## src/rtl/lnp_pkg.sv

```systemverilog
// ----------------------------------------------------------------------------
// lnp_pkg
// Constants and helper functions for the line number prefixer.
// ----------------------------------------------------------------------------
package lnp_pkg;

    localparam int PAD_COLUMNS  = 6;
    localparam int COUNT_DIGITS = 10;

    localparam int BCD_W      = 4 * COUNT_DIGITS;
    localparam int DIG_IDX_W  = (COUNT_DIGITS > 1) ? $clog2(COUNT_DIGITS) : 1;
    // longest prefix: widest of pad field and full count, plus the tab
    localparam int PREFIX_MAX = ((PAD_COLUMNS > COUNT_DIGITS) ? PAD_COLUMNS : COUNT_DIGITS) + 1;
    localparam int POS_W      = $clog2(PREFIX_MAX + 1);

    localparam logic [BCD_W-1:0] BCD_ONE = BCD_W'(1);

    localparam logic [7:0] CH_SPACE = 8'h20;
    localparam logic [7:0] CH_ZERO  = 8'h30;
    localparam logic [7:0] CH_TAB   = 8'h09;
    localparam logic [7:0] CH_NL    = 8'h0A;

    typedef logic [BCD_W-1:0] bcd_t;
    typedef logic [POS_W-1:0] pos_t;

    // Add one to a BCD count; all nines wraps to zero.
    function automatic bcd_t bcd_increment(input bcd_t v);
        bcd_t       r;
        logic       carry;
        logic [3:0] d;
        r     = v;
        carry = 1'b1;
        for (int i = 0; i < COUNT_DIGITS; i++) begin
            d = v[i*4 +: 4];
            if (carry) begin
                r[i*4 +: 4] = (d >= 4'd9) ? 4'd0 : d + 4'd1;
            end
            carry = carry & (d >= 4'd9);
        end
        return r;
    endfunction

    // Number of significant digits, at least one.
    function automatic pos_t digit_len(input bcd_t v);
        pos_t len;
        len = pos_t'(1);
        for (int i = 1; i < COUNT_DIGITS; i++) begin
            if (v[i*4 +: 4] != 4'd0) begin
                len = pos_t'(i + 1);
            end
        end
        return len;
    endfunction

    function automatic logic bcd_valid(input bcd_t v);
        logic ok;
        ok = 1'b1;
        for (int i = 0; i < COUNT_DIGITS; i++) begin
            ok = ok & (v[i*4 +: 4] <= 4'd9);
        end
        return ok;
    endfunction

endpackage

```

## src/rtl/line_number_prefixer.sv

```systemverilog
// ----------------------------------------------------------------------------
// line_number_prefixer
// Inserts a right-justified decimal line number and a tab before each line.
// ----------------------------------------------------------------------------
// Usage:
//   Input stream s_axis: one text byte per transfer in tdata; tuser set on
//   the first byte of a file restarts the line count at 1 and starts a line.
//   Output stream m_axis: one byte per transfer; tlast marks the copied text
//   byte, which ends the output run of each input transfer.
//   A byte inside a line is copied on; the block takes one input transfer per
//   cycle there while m_axis_tready holds. A byte at a line start first emits
//   the prefix (pad spaces, the digits, a tab), one byte per cycle from a single
//   output register while m_axis_tready holds, and holds the input till then.
//   An input goes through the holding register, then the output register.
//   The count is ten BCD digits, wraps to zero, and numbers wider than six
//   columns are printed in full without padding.
//   Reset sets the count to 1, marks the start of a line and empties both
//   the holding register and the output register.
//   When the receiver stalls, the output register holds its byte and the
//   holding register stops, so s_axis_tready drops once it is full.
// ----------------------------------------------------------------------------
module line_number_prefixer (
    input  logic       aclk,
    input  logic       aresetn,

    input  logic       s_axis_tvalid,
    output logic       s_axis_tready,
    input  logic [7:0] s_axis_tdata,   // [7:0] text_byte
    input  logic       s_axis_tuser,   // [0] first_of_file

    output logic       m_axis_tvalid,
    input  logic       m_axis_tready,
    output logic [7:0] m_axis_tdata,   // [7:0] out_byte
    output logic       m_axis_tlast    // last_of_run
);
    import lnp_pkg::*;

    // holding register for the item in progress
    logic        hold_valid_reg, hold_valid_next;
    logic [7:0]  hold_byte_reg;
    logic        hold_first_reg;
    pos_t        pos_reg, pos_next;

    // line state
    bcd_t        count_reg, count_next;
    logic        line_start_reg, line_start_next;

    // output register
    logic        out_valid_reg, out_valid_next;
    logic [7:0]  out_byte_reg, out_byte_next;
    logic        out_last_reg, out_last_next;

    bcd_t                 eff_count;
    logic                 eff_start;
    pos_t                 len, pad_n, plen, off, idx_wide;
    logic [DIG_IDX_W-1:0] idx;
    logic                 out_free, emit, is_text, finish, s_accept;
    logic [7:0]           prefix_byte;

    assign eff_count = hold_first_reg ? BCD_ONE : count_reg;
    assign eff_start = hold_first_reg | line_start_reg;

    assign len      = digit_len(eff_count);
    assign pad_n    = (len < pos_t'(PAD_COLUMNS)) ? pos_t'(PAD_COLUMNS) - len : '0;
    assign plen     = pad_n + len + pos_t'(1);
    assign off      = pos_reg - pad_n;
    assign idx_wide = len - pos_t'(1) - off;
    assign idx      = idx_wide[DIG_IDX_W-1:0];

    always_comb begin
        priority if (pos_reg < pad_n) begin
            prefix_byte = CH_SPACE;
        end else if (pos_reg < pad_n + len) begin
            prefix_byte = CH_ZERO + {4'd0, eff_count[idx*4 +: 4]};
        end else begin
            prefix_byte = CH_TAB;
        end
    end

    assign out_free      = !out_valid_reg || m_axis_tready;
    assign emit          = hold_valid_reg && out_free;
    assign is_text       = !eff_start || (pos_reg == plen);
    assign finish        = emit && is_text;
    assign s_axis_tready = !hold_valid_reg || finish;
    assign s_accept      = s_axis_tvalid && s_axis_tready;

    always_comb begin
        hold_valid_next = hold_valid_reg;
        pos_next        = pos_reg;
        count_next      = count_reg;
        line_start_next = line_start_reg;
        out_valid_next  = out_valid_reg && !m_axis_tready;
        out_byte_next   = out_byte_reg;
        out_last_next   = out_last_reg;

        if (emit) begin
            out_valid_next = 1'b1;
            out_byte_next  = is_text ? hold_byte_reg : prefix_byte;
            out_last_next  = is_text;
            pos_next       = pos_reg + pos_t'(1);
        end
        if (finish) begin
            hold_valid_next = 1'b0;
            pos_next        = '0;
            count_next      = eff_start ? bcd_increment(eff_count) : count_reg;
            line_start_next = (hold_byte_reg == CH_NL);
        end
        if (s_accept) begin
            hold_valid_next = 1'b1;
        end
    end

    always_ff @(posedge aclk) begin
        if (!aresetn) begin
            hold_valid_reg <= 1'b0;
            pos_reg        <= '0;
            count_reg      <= BCD_ONE;
            line_start_reg <= 1'b1;
            out_valid_reg  <= 1'b0;
        end else begin
            hold_valid_reg <= hold_valid_next;
            pos_reg        <= pos_next;
            count_reg      <= count_next;
            line_start_reg <= line_start_next;
            out_valid_reg  <= out_valid_next;
        end
    end

    always_ff @(posedge aclk) begin
        if (s_accept) begin
            hold_byte_reg  <= s_axis_tdata;
            hold_first_reg <= s_axis_tuser;
        end
        out_byte_reg <= out_byte_next;
        out_last_reg <= out_last_next;
    end

    assign m_axis_tvalid = out_valid_reg;
    assign m_axis_tdata  = out_byte_reg;
    assign m_axis_tlast  = out_last_reg;

    // count digits stay decimal
    assert property (@(posedge aclk) disable iff (!aresetn) bcd_valid(count_reg))
        else $error("line count holds a non-decimal digit");

    // prefix position never runs past the text byte
    assert property (@(posedge aclk) disable iff (!aresetn)
        hold_valid_reg |-> (!eff_start || pos_reg <= plen))
        else $error("prefix position out of range");

    // a copied newline starts the next line
    assert property (@(posedge aclk) disable iff (!aresetn)
        (finish && hold_byte_reg == CH_NL) |=> line_start_reg)
        else $error("newline did not mark a line start");

    // a prefix byte never carries tlast
    assert property (@(posedge aclk) disable iff (!aresetn)
        (emit && !is_text) |=> (m_axis_tvalid && !m_axis_tlast))
        else $error("prefix byte flagged as last");

endmodule
```

## config.mk

```make
export PLATFORM = sky130hd
export DESIGN_NAME = line_number_prefixer
export DESIGN_NICKNAME = d
export VERILOG_FILES = /design/src/rtl/lnp_pkg.sv /design/src/rtl/line_number_prefixer.sv
export SDC_FILE = /design/constraint.sdc
export NUM_CORES = 1
export LEC_CHECK = 0
export BUFFER_PORTS_ARGS = -buffer_cell sky130_fd_sc_hd__buf_2
export CORE_MARGIN = 4
export CORE_UTILIZATION = 63
export CTS_CLUSTER_DIAMETER = 50
export DETAILED_ROUTE_END_ITERATION = 8
export GPL_TIMING_DRIVEN = 0
export PLACE_DENSITY = 0.8
export SETUP_SLACK_MARGIN = 0.15
export SYNTH_ARGS = -nofsm -noshare
export SYNTH_HDL_FRONTEND = slang
export SYNTH_SLANG_ARGS = --single-unit
```

## constraint.sdc

```tcl
create_clock -name aclk -period 8.1 [get_ports aclk]
set_input_delay 1.62 -clock aclk [delete_from_list [all_inputs] [get_ports aclk]]
set_output_delay 1.62 -clock aclk [all_outputs]
set_load 0.05 [all_outputs]
```

==> run summary, run 1 <==
syn avg cell area -> 8.41 um^2
max-cap violations -> 0
hpwl dp -> 10,300 um
Routability Congestion -> 0.937
Core Rows -> 31
Routed Antenna Nets -> 0
Multi-input gate area -> 0.00318 mm^2
syn nets -> 649
first-pass GRT wire length -> 22,300 um
TritonCTS Sinks -> 65
M1 WL -> 5580 um
Critical Path AT -> 6050 ps
CP Capture Type -> primary output
Setup Viol. Count Final -> 0
final hold slack -> 459 ps
met2 wire len -> 6870 um
GR Overflow Total -> 0
Final Cycle Share -> 94.7%
cts bufs inserted -> 9
IO buf count -> 22
placed cells -> 705
Placement Cell Area -> 0.00514 mm^2
Max clock buf depth -> 2
post-layout power -> 700 uW
most common cell after layout, fill and taps aside -> nand2_1
core area -> 0.00741 mm^2
diode count -> 0
flop2flop setup slack -> 1590 ps
yosys warns -> 0
Initial DRC Count -> 437
post-synthesis cell area -> 0.00491 mm^2
Die Ht -> 96.3 um
Die ar. -> 0.00927 mm^2
largest net degree at the start of global routing -> 15
max-slew violation count -> 0
fin nets -> 682
Fill cells -> 559
Fin. Hold Viols -> 0
Synth cell types -> 71
root buffer cell -> clkbuf_8
Pwr Density -> 130 mW/mm^2
number of synthesized flops with an enable pin -> 18
Worst-Skew Late Latency -> 370 ps
final critical-path required period -> 7670 ps
most frequent cells in the layout -> 68 x nand2_1, 50 x nor2_1, 48 x ha_1
RSZ-0062 raised after global routing -> no
top-level I/O count -> 24
Crit Path Class -> reg2out
starting density of the core -> 66.3%
async set-reset flop share out of synthesis -> 0%
Final Instance Area -> 0.00540 mm^2
upper clock frequency limit -> 130 MHz
highest metal used -> met4
setup TNS -> 0 ps
relative slew slack -> 26.7%
initial antenna violation count -> 0
DRT Pass-1 Iters -> 5
final WL -> 14,300 um
global-route usage over all layers -> 32.2%
worst setup margin -> 433 ps
DR WL met3 -> 1250 um
chip width -> 96.3 um
flops & latches, synth -> 65
Post-CTS Setup Bufs -> 0
number of H-tree levels -> 3
Worst-path clk slew -> 70 ps
Vias/cell -> 6.58
CTS Hold Bufs -> 0
Final Util -> 72.9%
Slew @ Worst Pin -> 1090 ps
routed via count -> 4,741
Layout area overhead -> 9.94%
Leak -> 2.30 nW
Seq. cell area -> 0.00148 mm^2
non-filler cells, final -> 721
share of cells above drive strength 1 -> 11.7%
status -> complete, no violations
worst-path maximum fanout -> 10
WP data required -> 6480 ps
vias in the first global route -> 4,421
number of remaining DRC errors -> 0
Clock Skews -> 13.7 ps
WL per Instance -> 19.8 um
Top FF cell, synth -> dfxtp_1
crit start category -> flip-flop
pre-CTS WS -> 469 ps
hold crit path type -> reg2reg
max FFs per register -> 40
maximum vdd ir drop -> 80.1 uV
CTS tree -> built
post-synthesis sequential area ratio -> 30.2%
post-synthesis instance total -> 584
[final timing paths]
| path | start | to | cells past startpoint |
|---|---|---|---|
| max reg2reg | hold_first_reg | count_reg[11] | 25 |
| min reg2reg | count_reg[1] | count_reg[1] | 2 |
| max | hold_first_reg | s_axis_tready | 23 |
| min | count_reg[1] | count_reg[1] | 2 |
[report_power, final]
group / internal [mW] / total (mW) / switching [mW]
Clock: 0.145 / 0.297 / 0.152
Sequential: 0.340 / 0.344 / 0.00362
Combinational: 0.0161 / 0.0593 / 0.0432
Total: 0.501 / 0.700 / 0.199
[Yosys cell counts (all sizes together) (9+ instances only)]
| cell type | n | area (um^2) |
|---|---|---|
| nor3 | 12 | 65.1 |
| nor2 | 50 | 188 |
| a21oi | 40 | 200 |
| o21ai | 23 | 115 |
| o22ai | 9 | 62.6 |
| clkbuf | 20 | 75.1 |
| ha | 48 | 601 |
| dfxtp | 47 | 941 |
| and2 | 11 | 68.8 |
| nand3 | 16 | 80.1 |
| a211oi | 12 | 95.1 |
| nor2b | 9 | 56.3 |
| a31oi | 11 | 68.8 |
| and3 | 11 | 68.8 |
| inv | 46 | 173 |
| nand2 | 69 | 259 |
| edfxtp | 18 | 541 |
[per-layer routing]
layer  vias to the layer above  track usage, %
met4                         0            16.5
met5                         -               0
li1                       2187               -
met3                        55            4.93
met2                       281            52.6
met1                      2218            41.1
[final cells by class]
class	count	share of cell area [%]
multi-input combinational	445	58.8
sequential	65	27.4
inverter	47	3.34
clock buffer	9	2.29
tap	99	2.29
buffer	27	2.22
timing repair buffer	22	2.09
clock inverter	7	1.48
[cell families after synthesis]
| logic type | after synthesis | synth area share, % |
|---|---|---|
| buffers and inverters | 74 | 5.91 |
| muxes | 12 | 4.51 |
| and+or+nand+nor | 230 | 23.6 |
| adders and majority gates | 52 | 13.9 |
| xor gates and xnor gates | 9 | 1.76 |
| DFF | 65 | 30.2 |
| AOI/OAI and AO/OA | 142 | 20.2 |
[critical path: stages, from the launching register on]
cell and delay [ps]:
edfxtp_1 420, buf_6 170, clkbuf_4 250, clkinvlp_4 210, buf_2 260, nand2_1 170
ha_1 260, inv_1 60, o211a_1 220, a211o_1 330, nor2b_1 160, o21a_1 230
ha_1 270, o22ai_4 250, and3_2 260, nor2_1 60, ha_1 370, ha_1 310
xor2_1 150, or3_1 420, nor4bb_4 340, o31ai_2 150, nand2_1 130, clkbuf_4 240
[timing repair]
item	4_1_cts	5_1_grt
setup endpoints to repair	1	1
pin swaps	0	0
gates resized for setup	3	12
(Power assumes the default switching activity.)
==> inputs of run 2 (changes only) <==
--- a/config.mk
+++ b/config.mk
@@ -11,7 +11,7 @@
 export CTS_CLUSTER_DIAMETER = 50
 export DETAILED_ROUTE_END_ITERATION = 8
 export GPL_TIMING_DRIVEN = 0
-export PLACE_DENSITY = 0.8
+export PLACE_DENSITY = 0.89
 export SETUP_SLACK_MARGIN = 0.15
 export SYNTH_ARGS = -nofsm -noshare
 export SYNTH_HDL_FRONTEND = slang
==> run 2 against run 1 <==
  * Combinational power about the same
  * Sequential cell count unchanged
  * First-iteration DRC count up 35%
==> run summary, run 2 (synthesis gave the netlist of run 1 again) <==
worst-path maximum fanout -> 10 (unchanged)
Slew @ Worst Pin -> 963 ps (was 1090 ps)
Worst-Skew Late Latency -> 360 ps (was 370 ps)
routed via count -> 4,856 (was 4,741)
TritonCTS Sinks -> 65 (unchanged)
DRT Pass-1 Iters -> 5 (unchanged)
Pwr Density -> 129 mW/mm^2 (was 130 mW/mm^2)
starting density of the core -> 66.3% (unchanged)
CTS tree -> built (unchanged)
Crit Path Class -> reg2out (unchanged)
Routability Congestion -> 0.962 (was 0.937)
chip width -> 96.3 um (unchanged)
vias in the first global route -> 4,656 (was 4,421)
Final Cycle Share -> 95.5% (was 94.7%)
number of H-tree levels -> 3 (unchanged)
final hold slack -> 470 ps (was 459 ps)
Seq. cell area -> 0.00148 mm^2 (unchanged)
WP data required -> 6480 ps (about the same)
core area -> 0.00741 mm^2 (unchanged)
Initial DRC Count -> 592 (was 437)
upper clock frequency limit -> 129 MHz (was 130 MHz)
final WL -> 14,200 um (was 14,300 um)
Critical Path AT -> 6110 ps (was 6050 ps)
max FFs per register -> 40 (unchanged)
RSZ-0062 raised after global routing -> no (unchanged)
Die Ht -> 96.3 um (unchanged)
GR Overflow Total -> 0 (unchanged)
Die ar. -> 0.00927 mm^2 (unchanged)
Fill cells -> 538 (was 559)
Clock Skews -> 11.2 ps (was 13.7 ps)
hold crit path type -> reg2reg (unchanged)
fin nets -> 682 (unchanged)
IO buf count -> 22 (unchanged)
Multi-input gate area -> 0.00317 mm^2 (was 0.00318 mm^2)
Setup Viol. Count Final -> 0 (unchanged)
initial antenna violation count -> 0 (unchanged)
crit start category -> flip-flop (unchanged)
Worst-path clk slew -> 80 ps (was 70 ps)
Fin. Hold Viols -> 0 (unchanged)
global-route usage over all layers -> 32.5% (was 32.2%)
top-level I/O count -> 24 (unchanged)
Core Rows -> 31 (unchanged)
diode count -> 0 (unchanged)
number of remaining DRC errors -> 0 (unchanged)
status -> complete, no violations (unchanged)
share of cells above drive strength 1 -> 11.4% (was 11.7%)
WL per Instance -> 19.7 um (was 19.8 um)
CTS Hold Bufs -> 0 (unchanged)
Post-CTS Setup Bufs -> 0 (unchanged)
root buffer cell -> clkbuf_8 (unchanged)
first-pass GRT wire length -> 23,100 um (was 22,300 um)
most frequent cells in the layout -> 68 x nand2_1, 50 x nor2_1, 48 x ha_1 (unchanged)
Leak -> 2.31 nW (was 2.30 nW)
relative slew slack -> 35.2% (was 26.7%)
setup TNS -> 0 ps (unchanged)
Routed Antenna Nets -> 0 (unchanged)
maximum vdd ir drop -> 123 uV (was 80.1 uV)
Layout area overhead -> 9.76% (was 9.94%)
hpwl dp -> 10,200 um (was 10,300 um)
most common cell after layout, fill and taps aside -> nand2_1 (unchanged)
max-slew violation count -> 0 (unchanged)
largest net degree at the start of global routing -> 15 (unchanged)
CP Capture Type -> primary output (unchanged)
final critical-path required period -> 7730 ps (was 7670 ps)
Vias/cell -> 6.74 (was 6.58)
Max clock buf depth -> 2 (unchanged)
cts bufs inserted -> 9 (unchanged)
flop2flop setup slack -> 1560 ps (was 1590 ps)
max-cap violations -> 0 (unchanged)
## run 2: path summary, 6_finish.rpt
path / from / to / cells after the start
max: hold_first_reg / s_axis_tready / 23
min: count_reg[1] / count_reg[1] / 2
max reg2reg: hold_first_reg / hold_byte_reg[7] / 22
min reg2reg: count_reg[1] / count_reg[1] / 2
## run 2: stage by stage
step / cell area (um^2) / total power [mW] / util, % / worst slack (ps) / instances
after floorplan: 4910 / 0.389 / - / 1350 / 584
after global placement: 5140 / 0.406 / 69.4 / 559 / 705
after detailed placement: 5140 / 0.408 / 69.4 / 448 / 705
after CTS: 5370 / 0.695 / 72.4 / 157 / 721
after global routing: 5390 / 0.714 / 72.8 / 152 / 721
final: 5390 / 0.696 / 72.8 / 368 / 721
## run 2: repair_timing
action	4_1_cts	5_1_grt
resized for setup	5	6
setup endpoints to repair	1	1
gates cloned	0	0
## run 2: layer usage
layer  vias up  GRT usage (%)  wire length (um)
met3        81           7.43              1580
li1       2186              -                 -
met4         0           19.2               795
met2       333           51.8              6560
met5         -              0                 0
met1      2256           40.1              5300
## run 2: report_power, final
part | internal (mW) | switching [mW] | total (mW) | leakage, nW
clock network | 0.145 | 0.147 | 0.292 | 0.101
registers | 0.340 | 0.00416 | 0.344 | 0.550
logic | 0.0159 | 0.0432 | 0.0592 | 1.66
## run 2: final cells by class
class | count | share of cell area (%)
repair buffers | 22 | 2.09
clock buffers | 9 | 2.30
flip-flops and latches | 65 | 27.5
inverters | 47 | 3.30
multi-input cells | 445 | 58.8
plain buffers | 27 | 2.23
clock inverters | 7 | 1.49
well taps | 99 | 2.30
## run 2: critical path: stages (launching register included)
cell and delay, ps:
edfxtp_1 440, buf_6 180, clkbuf_4 250, clkinv_2 160, clkbuf_2 250, nand2_1 190
ha_1 260, inv_1 60, o211a_1 220, a211o_1 320, nor2b_1 150, o21a_1 220
ha_1 270, o22ai_4 260, and3_1 270, nor2_1 70, ha_1 360, ha_1 310
xor2_1 160, or3_1 420, nor4bb_4 330, o31ai_1 190, nand2_1 150, clkbuf_4 240
